<file path="src/rtl/esp_pkg.sv">
package esp_pkg;

  localparam int unsigned POOL_DEPTH_DEF      = 16;
  localparam int unsigned SOLUTION_LENGTH_DEF = 64;

  localparam int unsigned CFG_IDX_W  = 3;
  localparam int unsigned CFG_DATA_W = 31;

  localparam logic [CFG_IDX_W-1:0] REG_MAXIMIZE  = 3'd0;
  localparam logic [CFG_IDX_W-1:0] REG_LIMIT     = 3'd1;
  localparam logic [CFG_IDX_W-1:0] REG_SORTED    = 3'd2;
  localparam logic [CFG_IDX_W-1:0] REG_THRESHOLD = 3'd3;

  localparam logic [1:0] OC_DUPLICATE = 2'd0;
  localparam logic [1:0] OC_NOT_BETTER = 2'd1;
  localparam logic [1:0] OC_APPENDED  = 2'd2;
  localparam logic [1:0] OC_REPLACED  = 2'd3;

  typedef struct packed {
    logic signed [31:0] element_value;
    logic signed [31:0] objective_value;
    logic               last_element;
  } in_word_t;

  typedef struct packed {
    logic       accepted;
    logic [1:0] outcome;
    logic [3:0] position;
    logic [4:0] pool_count;
  } out_word_t;

  typedef struct packed {
    logic        maximize_mode;
    logic [4:0]  pool_limit;
    logic        keep_sorted;
    logic [30:0] match_tol;
  } cfg_t;

endpackage

</file>
<file path="src/rtl/esp_fifo.sv">
module esp_fifo (
  input  logic              clk,
  input  logic              rst_n,
  input  logic              push,
  input  esp_pkg::in_word_t push_word,
  output logic              full,
  input  logic              pop,
  output esp_pkg::in_word_t pop_word,
  output logic              empty
);

  localparam int unsigned DEPTH = 4;

  esp_pkg::in_word_t buf_r [DEPTH];
  logic [1:0] wp_r, wp_nxt;
  logic [1:0] rp_r, rp_nxt;
  logic [2:0] cnt_r, cnt_nxt;

  assign full     = (cnt_r == 3'(DEPTH));
  assign empty    = (cnt_r == 3'd0);
  assign pop_word = buf_r[rp_r];

  always_comb begin
    wp_nxt  = wp_r;
    rp_nxt  = rp_r;
    cnt_nxt = cnt_r;
    if (push) begin
      wp_nxt = wp_r + 2'd1;
    end
    if (pop) begin
      rp_nxt = rp_r + 2'd1;
    end
    if (push && !pop) begin
      cnt_nxt = cnt_r + 3'd1;
    end else if (pop && !push) begin
      cnt_nxt = cnt_r - 3'd1;
    end
  end

  always_ff @(posedge clk) begin
    if (!rst_n) begin
      wp_r  <= '0;
      rp_r  <= '0;
      cnt_r <= '0;
    end else begin
      wp_r  <= wp_nxt;
      rp_r  <= rp_nxt;
      cnt_r <= cnt_nxt;
    end
  end

  always_ff @(posedge clk) begin
    if (push) begin
      buf_r[wp_r] <= push_word;
    end
  end

endmodule

</file>
<file path="config.mk">
export PLATFORM = sky130hd
export DESIGN_NAME = esp_fifo
export DESIGN_NICKNAME = d
export VERILOG_FILES = /design/src/rtl/esp_pkg.sv /design/src/rtl/esp_fifo.sv
export SDC_FILE = /design/constraint.sdc
export NUM_CORES = 1
export LEC_CHECK = 0
export ABC_AREA = 0
export BUFFER_PORTS_ARGS = -buffer_cell sky130_fd_sc_hd__buf_4
export CAP_MARGIN = 5
export CORE_ASPECT_RATIO = 1.5
export CORE_UTILIZATION = 55
export CTS_BUF_LIST = sky130_fd_sc_hd__clkbuf_16
export DETAILED_ROUTE_END_ITERATION = 10
export GPL_TIMING_DRIVEN = 0
export PLACE_DENSITY = 0.82
export SLEW_MARGIN = 5
export SYNTH_ARGS = -nofsm -noshare
export SYNTH_HDL_FRONTEND = slang
export SYNTH_SLANG_ARGS = --single-unit
</file>
<file path="constraint.sdc">
create_clock -name clk -period 3.2 [get_ports clk]
set_input_delay 0.48 -clock clk [delete_from_list [all_inputs] [get_ports clk]]
set_output_delay 0.48 -clock clk [all_outputs]
set_load 0.02 [all_outputs]
</file>
==> metrics.txt <==
CP Cell Sequence buf_2, buf_2, mux4_2, buf_4; CTS max path bufs 3; Inst Count DP approximately 730; Die X roughly 110 um; asr flop ratio synth 0%; most frequent cell after synthesis edfxtp_1; CP Max Fanout 10; fmax slightly above 400 MHz; drt wl/cell 21.7 um; crit path DAT around 2.0 ns; crit end category output port; Hold Violations, Final 0; VDD IR-drop max 0.622 mV; initial antenna violation count 0; FF-to-FF Start wp_r[0]; R2R cell count 4; critical path's slowest cell mux4_2; io pins about 140; status complete, but fails checks; Slew Limit Headroom ~57%; top-area cell type share of the netlist area about 79%; Routed WL between 15000 and 20000 um; EDFF count, synth 260; cell row count a little under 60; critical path type flip-flop to output port; clock slew at reported path FFs approximately 0.070 ns; CTS H-tree lvls 1; leading area contributor after synthesis edfxtp_1; Tot GR Track Use a little under a fifth; largest net degree at the start of global routing 37; worst stage delay on the critical path about 0.36 ns; Hold Crit Depth 1; cts bufs inserted 23; CTS tree yes; non-filler cells, final a little under 800; starting density of the core between 50% and 60%; DR pass1 iterations 7; Net Count, Synth about 460; PostCTS Resize Cnt 0; final setup fails 0; Port-buffer cells 135; failing checks design-rule violations; Synth Area per Inst roughly 26 um^2; Syn Inst Count between 300 and 400; remaining antenna violation count 0; first-pass GRT wire length approximately 27000 um; Final Max Slew Viols 0; CP startpoint kind flip-flop; worst-margin pin slew about 0.65 ns; share of layout cells above drive strength 1 45.3%; CP dominant cell by count buf_2; power per cell area 638 nW/um^2; Tmin final 2.46 ns; synth-to-layout area growth 20.9%; Nets 621; ranking of synthesized cells by area edfxtp_1 79%, mux4_2 15%, dfxtp_1 1.8%; Cell variety after synth 22; Iteration-0 DRC Markers 258; Mapped Area 9870 um^2; Core Util, Final 68.5%; RePlAce Congestion 0.684; FF-to-FF End buf_r[2][0]; commonest cells in the synthesized netlist 260 x edfxtp_1, 65 x mux4_2, 9 x and2_1, 9 x dfxtp_1, 6 x buf_2; Clock Skews ~0.010 ns; die area around 18000 um^2; R2R setup slack about 1.5 ns; RSZ-0062 raised after global routing false; sequential share of the synthesized area about four fifths; Tcrit/Tclk final between 70% and 80%; ant diodes 0; total vias in the final route roughly 4400; clk root buf clkbuf_16; Syn. warnings 0; CP required about 2.7 ns; ys flop type edfxtp_1; CP bufs+invs 3; CORE AREA approximately 17000 um^2; hold crit path type primary input to flip-flop; Leak ~4 nW; CTS sink cnt 269; Synth Register Bits 269; grt total ovfl 0; TNS Setup 0 ns; hpwl dp ~10000 um; vias in the first global route slightly below 5000; Post-CTS Repair Setup Buffers 0; drt drc 12; hold_buf cts 0; DIE HEIGHT 166 um; WHS Endpoint buf_r[0][26]; Max-cap violations 0; vias per cell around 5.7; Hold Crit Start push_word[26]; crit-path leading delay family buffers and inverters; clk_lat worst skew 0.49 ns
[area by class of cell]
type	instances	area [um^2]
well taps	213	267
multi-input cells	95	1720
inverters	4	15.0
clock inverters	17	113
clock buffers	23	576
repair buffers	139	1090
flip-flops and latches	269	7990
plain buffers	14	153
fillers	1090	5490
[sequential cells by signal (all words and copies together) (netlist names), named ones only]
name / count
wp_r: 2
cnt_r: 3
rp_r: 2
buf_r: 260
[kinds of logic (layout without fill, tap and decap cells)]
family | after synthesis | after routing | synth area share [%]
AO/OA/AOI/OAI | 2 | 2 | 0.127
XOR/XNOR | 5 | 5 | 0.444
adder cells (fa/ha/maj) | 6 | 6 | 0.837
buffers and inverters | 18 | 197 | 1.70
flip-flops | 269 | 269 | 80.9
multiplexers | 67 | 67 | 15.0
AND/OR/NAND/NOR | 15 | 15 | 0.925
[layer usage]
layer	GRT usage, %	vias up	part of all wire (%)	wire (um)
li1	-	1949	-	-
met1	22.8	2303	37	6300
met2	34.3	107	55	9240
met3	3.39	32	4.9	818
met4	6.52	0	2.7	460
met5	0	-	0	0
[report_power, final]
group	internal [mW]	switching (mW)
Clock	1.39	1.15
Combinational	0.470	0.511
Sequential	4.04	0.0443
[how the worst max path moves through the flow]
stage | cells after the start | to | from | slack, ns
after floorplan | 3 | buf_r[0][0] | wp_r[0] | 0.70
after global placement | 2 | buf_r[0][38] | push | -0.48
after detailed placement | 8 | cnt_r[2] | pop | 1.18
after CTS | 4 | pop_word[47] | flip-flop | 0.69
after global routing | 4 | pop_word[34] | flip-flop | 0.64
final | 4 | pop_word[47] | flip-flop | 0.74
[cell usage in the layout (no fill, tap or decap), types with 2 or more instances in the layout]
cell,count
clkinvlp_4,3
buf_4,136
buf_2,6
edfxtp_1,260
buf_12,9
xnor2_1,2
and2_1,5
mux2i_1,2
ha_1,5
clkbuf_16,23
mux4_2,65
dfxtp_1,9
clkinv_1,4
clkinv_2,5
xor2_1,3
nor2b_1,2
inv_1,7
and2_4,4
[per-stage QoR]
stage	setup slack (ns)	cell area [um^2]	hold slack (ns)	power (mW)
after CTS	0.692	11900	0.164	7.68
after global placement	-0.475	11100	0.485	5.12
after detailed placement	1.18	11200	0.519	5.16
after global routing	0.642	11900	0.159	7.88
final	0.741	11900	0.181	7.61
after floorplan	0.702	9870	0.472	4.73
[worst reg2reg max path: cells and delay by family, from the launching register on]
family / cells / cell delay (ns)
fa+ha+maj: 1 / 0.14
buf+inv: 2 / 0.38
flops: 1 / 0.35
simple gates: 1 / 0.47
Note: power is estimated with default switching activity, not from simulation.
